===== src/hdl/bfws_pkg.sv =====
// Package for the box filter window sum block.
// Holds sizes, register indexes and the controller-to-datapath command types.
// No dependencies.
package bfws_pkg;

    localparam int MAX_LINE = 1024;
    localparam int MAX_BOX = 16;
    localparam int COL_W = $clog2(MAX_LINE);
    localparam int SLOT_W = $clog2(MAX_BOX);
    localparam int ROW_W = 13;
    localparam int BOX_W = 5;
    localparam int PIX_W = 16;
    localparam int CS_W = 20;
    localparam int SUM_W = 24;

    localparam logic [1:0] REG_OUT_WIDTH = 2'd0;
    localparam logic [1:0] REG_OUT_HEIGHT = 2'd1;
    localparam logic [1:0] REG_BOX_SIZE = 2'd2;
    localparam logic [1:0] REG_SCALE = 2'd3;

    typedef struct packed {
        logic             load;
        logic [PIX_W-1:0] pixel;
        logic [COL_W-1:0] x;
        logic [SLOT_W-1:0] slot;
        logic             first_row;
        logic             in_box_rows;
        logic             first_col;
        logic             in_box_cols;
        logic [COL_W-1:0] x_back;
        logic             restart;
    } bfws_cmd_t;

    typedef struct packed {
        logic             emit;
        logic             last;
        logic             scale;
        logic [BOX_W-1:0] box;
    } bfws_tag_t;

endpackage


===== src/hdl/bfws_ctrl.sv =====
// Controller: configuration registers, frame position and item sequencing.
// Depends on bfws_pkg.
module bfws_ctrl
    import bfws_pkg::*;
(
    input  logic             aclk,
    input  logic             aresetn,
    input  logic             cfg_wr_en,
    input  logic [1:0]       cfg_index,
    input  logic [12:0]      cfg_data,
    input  logic             s_tvalid,
    input  logic [PIX_W-1:0] s_pixel,
    output logic             s_tready,
    input  logic             dp_busy,
    output bfws_cmd_t        cmd,
    output bfws_tag_t        tag
);
    typedef enum logic {ST_IDLE, ST_WAIT} state_t;

    state_t           state_reg, state_next;
    logic [9:0]       ow_reg;
    logic [12:0]      oh_reg;
    logic [BOX_W-1:0] box_cfg_reg;
    logic             scale_reg;
    logic [COL_W-1:0] x_reg, x_next;
    logic [ROW_W-1:0] y_reg, y_next;
    logic [SLOT_W-1:0] slot_reg, slot_next;
    logic [BOX_W-1:0] b;
    logic [10:0]      w, ow_lim;
    logic [13:0]      h, oh_lim;
    logic [COL_W-1:0] xc;
    logic [ROW_W-1:0] yc;
    logic [SLOT_W-1:0] sc;
    logic             wrap, last, accept;

    always_comb begin
        b = (box_cfg_reg == '0) ? BOX_W'(1) : box_cfg_reg;
        if (b > BOX_W'(MAX_BOX)) b = BOX_W'(MAX_BOX);
        ow_lim = 11'(ow_reg == '0 ? 10'd1 : ow_reg);
        if (ow_lim > 11'(MAX_LINE) - 11'(b) + 11'd1) ow_lim = 11'(MAX_LINE) - 11'(b) + 11'd1;
        oh_lim = 14'(oh_reg == '0 ? 13'd1 : oh_reg);
        if (oh_lim > 14'd8192 - 14'(b)) oh_lim = 14'd8192 - 14'(b);
        w = ow_lim + 11'(b) - 11'd1;
        h = oh_lim + 14'(b) - 14'd1;
        wrap = (11'(x_reg) >= w) || (14'(y_reg) >= h);
        xc = wrap ? '0 : x_reg;
        yc = wrap ? '0 : y_reg;
        sc = wrap ? '0 : slot_reg;
        last = (11'(xc) == w - 11'd1) && (14'(yc) == h - 14'd1);
        accept = s_tvalid && s_tready;

        cmd.load = accept;
        cmd.pixel = s_pixel;
        cmd.x = xc;
        cmd.slot = sc;
        cmd.first_row = (yc == '0);
        cmd.in_box_rows = (14'(yc) < 14'(b));
        cmd.first_col = (xc == '0);
        cmd.in_box_cols = (11'(xc) < 11'(b));
        cmd.x_back = xc - COL_W'(b);
        cmd.restart = cfg_wr_en;
        tag.emit = (14'(yc) + 14'd1 >= 14'(b)) && (11'(xc) + 11'd1 >= 11'(b));
        tag.last = last;
        tag.scale = scale_reg;
        tag.box = b;

        x_next = xc;
        y_next = yc;
        slot_next = sc;
        if (11'(xc) + 11'd1 < w) begin
            x_next = xc + 1'b1;
        end else begin
            x_next = '0;
            y_next = last ? '0 : yc + 1'b1;
            slot_next = (last || 5'(sc) + 5'd1 >= b) ? '0 : sc + 1'b1;
        end
        state_next = state_reg;
        unique case (state_reg)
            ST_IDLE: if (accept) state_next = ST_WAIT;
            ST_WAIT: if (!dp_busy) state_next = ST_IDLE;
            default: state_next = ST_IDLE;
        endcase
    end

    always_ff @(posedge aclk) begin
        if (!aresetn) begin
            state_reg <= ST_IDLE;
            ow_reg <= 10'd1;
            oh_reg <= 13'd1;
            box_cfg_reg <= BOX_W'(1);
            scale_reg <= 1'b0;
            x_reg <= '0;
            y_reg <= '0;
            slot_reg <= '0;
        end else begin
            state_reg <= state_next;
            if (cfg_wr_en) begin
                unique case (cfg_index)
                    REG_OUT_WIDTH: ow_reg <= cfg_data[9:0];
                    REG_OUT_HEIGHT: oh_reg <= cfg_data;
                    REG_BOX_SIZE: box_cfg_reg <= cfg_data[BOX_W-1:0];
                    REG_SCALE: scale_reg <= cfg_data[0];
                    default: ;
                endcase
                x_reg <= '0;
                y_reg <= '0;
                slot_reg <= '0;
            end else if (accept) begin
                x_reg <= x_next;
                y_reg <= y_next;
                slot_reg <= slot_next;
            end
        end
    end

    assign s_tready = (state_reg == ST_IDLE);

`ifndef SYNTHESIS
    a_one_item: assert property (@(posedge aclk) disable iff (!aresetn)
        accept |=> !s_tready) else $error("item taken while busy");
    a_slot_range: assert property (@(posedge aclk) disable iff (!aresetn)
        accept |-> 5'(sc) < b) else $error("row slot out of range");
    a_pos_range: assert property (@(posedge aclk) disable iff (!aresetn)
        accept |-> 11'(xc) < w) else $error("column out of range");
`endif
endmodule

===== config.mk =====
export PLATFORM = sky130hd
export DESIGN_NAME = bfws_ctrl
export DESIGN_NICKNAME = d
export VERILOG_FILES = /design/src/hdl/bfws_pkg.sv /design/src/hdl/bfws_ctrl.sv
export SDC_FILE = /design/constraint.sdc
export NUM_CORES = 1
export LEC_CHECK = 0
export BUFFER_PORTS_ARGS = -buffer_cell sky130_fd_sc_hd__buf_2
export CORE_UTILIZATION = 45
export DETAILED_ROUTE_END_ITERATION = 10
export PLACE_DENSITY = 0.62
export SYNTH_ARGS = -nofsm -noshare
export SYNTH_HDL_FRONTEND = slang
export SYNTH_SLANG_ARGS = --single-unit

===== constraint.sdc =====
create_clock -name aclk -period 21.7 [get_ports aclk]
set_clock_uncertainty 0.1 [all_clocks]
set_input_delay 1.085 -clock aclk [delete_from_list [all_inputs] [get_ports aclk]]
set_output_delay 1.085 -clock aclk [all_outputs]
set_load 0.05 [all_outputs]

==> results of run 1 <==
-- worst min-delay path: stages (launching register included) --
cell and delay, ps:
dfxtp_1 330, nand2_1 60, o21ai_1 50
-- cell usage in the layout (no fill, tap or decap), types with 14 or more instances in the layout --
cell type  netlist  routed
inv_1           74      74
and2_1          22      22
buf_2            1      58
nand4_1         14      14
a21boi_0        14      14
dfxtp_1         57      57
xor2_1          30      30
ha_1           121     121
nor3_1          18      18
o21ai_0         35      35
o21a_1          17      17
nor2b_1         30      30
nand2b_1        16      16
mux2i_1         23      23
a21oi_1         44      44
nor2_1          78      78
xnor2_1         26      26
nand2_1         85      85
nand3_1         34      34
-- final cells by class --
class / instances / share of cell area [%]
multi-input cells: 804 / 71.9
inverters: 74 / 3.36
clock inverters: 6 / 0.818
repair buffers: 62 / 3.88
flip-flops and latches: 57 / 13.8
clock buffers: 10 / 2.89
well taps: 220 / 3.33
-- worst paths after layout --
check                      to  slack, ps  cells past startpoint
setup / recovery       tag[7]       9720                     42
hold / removal    slot_reg[0]        380                      2
setup reg to reg  slot_reg[1]      10270                     45
hold reg to reg   slot_reg[0]        380                      2
-- metal layers --
layer,part of all wire [%],wire [um],vias up,GRT usage (%)
met5,0,0,-,0
met4,2.0,416,0,8.33
met3,5.8,1230,31,3.65
met2,43,9110,203,37.2
met1,49,10300,3290,35.5
li1,-,-,3587,-
-- Yosys cell counts (7+ instances only) --
library cell | instances | area share, %
a211oi_1 | 13 | 1.3
a21oi_1 | 44 | 2.8
nor3_1 | 18 | 1.2
o21ai_1 | 8 | 0.52
nor2b_1 | 30 | 2.4
clkbuf_1 | 51 | 2.5
or2_2 | 7 | 0.57
o211ai_1 | 7 | 0.68
o21a_1 | 17 | 1.6
a22oi_1 | 11 | 1.1
and2_1 | 22 | 1.8
nand3_1 | 34 | 2.2
o21ai_0 | 35 | 2.3
and3_1 | 9 | 0.73
or3_1 | 7 | 0.57
o31ai_1 | 7 | 0.68
xnor2_1 | 26 | 2.9
dfxtp_1 | 57 | 15
nand4_1 | 14 | 1.1
ha_1 | 121 | 20
inv_1 | 74 | 3.6
nor2_1 | 78 | 3.8
mux2i_1 | 23 | 3.0
xor2_1 | 30 | 3.4
nand2b_1 | 16 | 1.3
nor4_1 | 8 | 0.65
nand3b_1 | 9 | 0.87
a21o_1 | 10 | 0.97
buf_4 | 21 | 2.0
nand2_1 | 85 | 4.1
a21boi_0 | 14 | 1.4
-- power groups by stage --
stage                     clock network (mW)  logic [mW]  registers [mW]
after CTS                              0.152       0.231           0.109
after floorplan                            0       0.189           0.111
after detailed placement                   0       0.228           0.112
after global routing                   0.156       0.259           0.110
after global placement                     0       0.229           0.112
final                                  0.149       0.234           0.109
-- logic make-up (layout without fill, tap and decap cells) --
logic type | count (synthesis) | after routing | share of synthesized area, %
multiplexers | 28 | 28 | 3.73
flip-flops | 57 | 57 | 14.7
adder cells (fa/ha/maj) | 124 | 124 | 20.3
AO/OA/AOI/OAI | 231 | 231 | 21.5
XOR/XNOR | 58 | 58 | 6.95
buffers and inverters | 153 | 152 | 8.55
AND/OR/NAND/NOR | 363 | 363 | 24.2
==> run summary, run 1 <==
HP Start -> slot_reg[0]
HPWL Detailed -> 16,400 um
Area grow syn2layout -> 6.76%
Number of synthesized flops with an enable pin -> 0
DRT iter0 DRCs -> 503
Max_cap viols -> 0
Final Cycle Share -> 55.2%
Count of hold buffers inserted by post-cts repair -> 0
R2R Path Start -> box_cfg_reg[4]
DRC Markers -> 0
Crit path capture type -> output pin
Number of buffers added for setup after CTS -> 0
Vias in the first global route -> 6,595
Hold WS -> 382 ps
Final GP Congestion -> 0.861
Syn_nets -> 1,174
Type of the worst min-delay path -> reg -> reg
Status -> finished clean
Max FO, Critical Path -> 33
Avg Synthesized Cell Area -> 7.63 um^2
Die area -> 17,700 um^2
Worst slew margin -> 33.7%
Hold violation count in the final report -> 0
CP required -> 20,510 ps
Number of vias per cell -> 5.77
IO Pins -> 91
Total grt overflow -> 0
Tightest Pin Transition -> 990 ps
Overall routing resource usage -> 24.6%
First drt pass iteration count -> 6
Post-Place Cell Area -> 7960 um^2
Starting Density -> 46.3%
Crit path arrival time -> 10,790 ps
RSZ-0062 raised after global routing -> false
Multi-input gate area -> 5940 um^2
Placed Instances -> 1,217
CTS clk-pin slew, worst paths -> 60 ps
Setup violators final -> 0
Syn Std Cell Area -> 7740 um^2
Final worst path period need -> 11,980 ps
Final setup margin -> 9720 ps
Die width -> 133 um
Post-Syn Instances -> 1,014
CTS H-tree lvls -> 3
Fmax -> 83.5 MHz
Diodes inserted -> 0
Fin. max-slew vios -> 0
Switching share of total power -> 41.4%
Power per cell area -> 59.6 nW/um^2
Ys async rst share -> 0%
TritonCTS clock tree -> built
Most numerous cell on the critical path -> ha_1
PostCTS Resize Cnt -> 0
Fin util -> 49.5%
P_leak -> 3.63 nW
CP Class -> reg -> out
Crit path launch -> box_cfg_reg[4]
Critical-path top delay cell -> nor2_1
Cell area after layout -> 8260 um^2
Worst Path Buf+Inv -> 6
VDD IR max -> 0.0379 mV
Sequential-to-total area share from yosys stat -> 14.7%
Net Sw Power -> 0.204 mW
#FFs+latches synth -> 57
Final Non-Filler Cells -> 1,233
Clock power frac -> 30.3%
CTS Root Cell -> clkbuf_16
Sequential fraction of design power -> 22.2%
Clk Latency, worst-skew pair -> 350 ps
WL/cell -> 17.1 um
Max stage delay on crit path -> 700 ps
Clock sinks -> 57
Core area -> 16,700 um^2
Worst path top cell family by delay -> simple AND/OR/NAND/NOR gates
Unique masters post-synth -> 85
Place WS -> 10,230 ps
Main synth FF type -> dfxtp_1
CP Launch Type -> flip-flop
Int Pwr -> 0.289 mW
Largest net degree at the start of global routing -> 34
Comb pwr share -> 47.5%
Final WL -> 21,100 um
Port bufs -> 58
Register area -> 1140 um^2
Initial antenna violation count -> 0
Nets -> 1,168
Filler cells -> 1,730
Layout cells sized above 1 -> 11.0%
DR vias -> 7,111
Setup TNS -> 0 ps
Routed Antenna Nets -> 0
Die H -> 133 um
Clock Tree Buf Depth -> 2
TritonCTS Buffers -> 9
First-pass GRT wire length -> 34,700 um
Pwr Total -> 0.493 mW
YS warnings -> 0
# rows -> 47
No activity file was read; power rests on OpenSTA's default activity.
==> run 2, diff against run 1 <==
- clock period: 21.7 -> 11.2 ns (I/O delays scaled with it)
==> run summary, run 2 (synthesis results as in run 1) <==
Max stage delay on crit path -> 500 ps (-200 ps)
Final Non-Filler Cells -> 1,241 (+0.65%)
Fin. max-slew vios -> 0 (unchanged)
Most frequent cells in the layout -> ha_1, nand2_1, nor2_1, inv_1, buf_2
Nets -> 1,176 (+0.68%)
Worst slew margin -> 31.4% (-2.3 points)
Place WS -> 378 ps (-9850 ps)
Tightest Pin Transition -> 1020 ps (+35.1 ps)
Area grow syn2layout -> 8.31%
CTS H-tree lvls -> 3 (unchanged)
IO Pins -> 91 (unchanged)
Core area -> 16,700 um^2 (unchanged)
Final setup margin -> 786 ps (-8930 ps)
DRT iter0 DRCs -> 542 (+7.8%)
HPWL Detailed -> 16,300 um (-0.48%)
Clock sinks -> 57 (unchanged)
RSZ-0062 raised after global routing -> false
Final Cycle Share -> 93.0%
CP Launch Type -> flip-flop
WL/cell -> 16.9 um (-1.5%)
CP Class -> reg -> out
Max_cap viols -> 0 (unchanged)
First-pass GRT wire length -> 34,100 um (-1.6%)
Final WL -> 20,900 um (-0.82%)
Overall routing resource usage -> 24.0% (-0.57 points)
Initial antenna violation count -> 0 (unchanged)
DRC Markers -> 0 (unchanged)
Final GP Congestion -> 0.873 (+1.4%)
Clk Latency, worst-skew pair -> 350 ps (about the same)
Largest net degree at the start of global routing -> 33 (-2.9%)
Type of the worst min-delay path -> in -> reg
Pwr Total -> 0.975 mW (+98%)
Placed Instances -> 1,220 (+0.25%)
Hold violation count in the final report -> 0 (unchanged)
P_leak -> 3.68 nW (+1.4%)
CTS clk-pin slew, worst paths -> 50 ps (about the same)
Fmax -> 96.0 MHz
# rows -> 47 (unchanged)
Count of hold buffers inserted by post-cts repair -> 0 (unchanged)
Most numerous cell on the critical path -> ha_1
DR vias -> 7,108 (-0.042%)
Vias in the first global route -> 6,538 (-0.86%)
VDD IR max -> 0.0817 mV (+120%)
Port bufs -> 58 (unchanged)
TritonCTS clock tree -> built
Crit path arrival time -> 9750 ps (-1040 ps)
CTS Root Cell -> clkbuf_16
Most common cell after layout, fill and taps aside -> ha_1
Crit path capture type -> output pin
Critical-path top delay cell -> o41a_1
Register area -> 1140 um^2 (unchanged)
Starting Density -> 46.3% (unchanged)
Total grt overflow -> 0 (unchanged)
Setup violators final -> 0 (unchanged)
Number of vias per cell -> 5.73 (-0.69%)
Max FO, Critical Path -> 8 (-76%)
Routed Antenna Nets -> 0 (unchanged)
Die width -> 133 um (unchanged)
TritonCTS Buffers -> 9 (unchanged)
CP required -> 10,540 ps (-9970 ps)
Worst Path Buf+Inv -> 4 (-2)
Diodes inserted -> 0 (unchanged)
Clock Tree Buf Depth -> 2 (unchanged)
Final worst path period need -> 10,410 ps
Multi-input gate area -> 5970 um^2 (+0.55%)
Die H -> 133 um (unchanged)
Hold WS -> 370 ps (-12.0 ps)
Layout cells sized above 1 -> 12.1% (+1.2 points)
Die area -> 17,700 um^2 (unchanged)
Status -> finished clean
Worst path top cell family by delay -> compound AO/OA/AOI/OAI gates
First drt pass iteration count -> 5 (-1)
Filler cells -> 1,707 (-1.3%)
Setup TNS -> 0 ps (unchanged)
Power per cell area -> 116 nW/um^2 (+95%)
==> run 2: changes by cell type in the layout (fill, tap and decap cells not counted), moves of 2 or more <==
| cell | delta |
|---|---|
| a2111oi_0 | -2 |
| a2111oi_2 | +2 |
| buf_4 | +8 |
| clkinvlp_4 | +2 |
==> run 2: worst paths after layout <==
check | from | end | slack [ps] | cells past startpoint
max | box_cfg_reg[3] | tag[7] | 790 | 40
min | cfg_data[11] | oh_reg[11] | 370 | 3
max reg2reg | box_cfg_reg[3] | slot_reg[1] | 980 | 44
min reg2reg | ow_reg[0] | ow_reg[0] | 370 | 2
==> run 2: layer usage <==
layer | share of wire, % | vias up | global-route usage, %
met1 | 51 | 3301 | 34.9
li1 | - | 3600 | -
met4 | 1.8 | 0 | 7.07
met2 | 42 | 183 | 36.5
met5 | 0 | - | 0
met3 | 5.0 | 24 | 3.54
==> run 2: what timing repair did <==
item / in CTS / in global routing
setup endpoints to repair: 0 / 30
resized for setup: 0 / 9
setup buffers: 0 / 5
==> run 2: power by group <==
group	leakage [nW]	internal, mW	switching, mW
registers	0.462	0.207	0.00508
logic	3.07	0.175	0.275
clock network	0.151	0.201	0.112
total	3.68	0.583	0.392
==> run 2: tightest hold or removal path, stage by stage <==
cell	delay [ps]
buf_2	90
nand2_1	50
a21boi_0	60
==> run 2: final cells by class <==
class	count	share of cell area (%)
sequential	57	13.6
multi-input combinational	804	71.3
timing repair buffer	70	4.54
tap	220	3.28
clock inverter	6	1.09
clock buffer	10	2.85
inverter	74	3.36
==> run 2: stage by stage <==
stage	utilization (%)	area, um^2
after detailed placement	47.8	7980
after CTS	49.8	8310
final	50.2	8380
after floorplan	-	7740
after global placement	47.8	7980
after global routing	50.2	8380
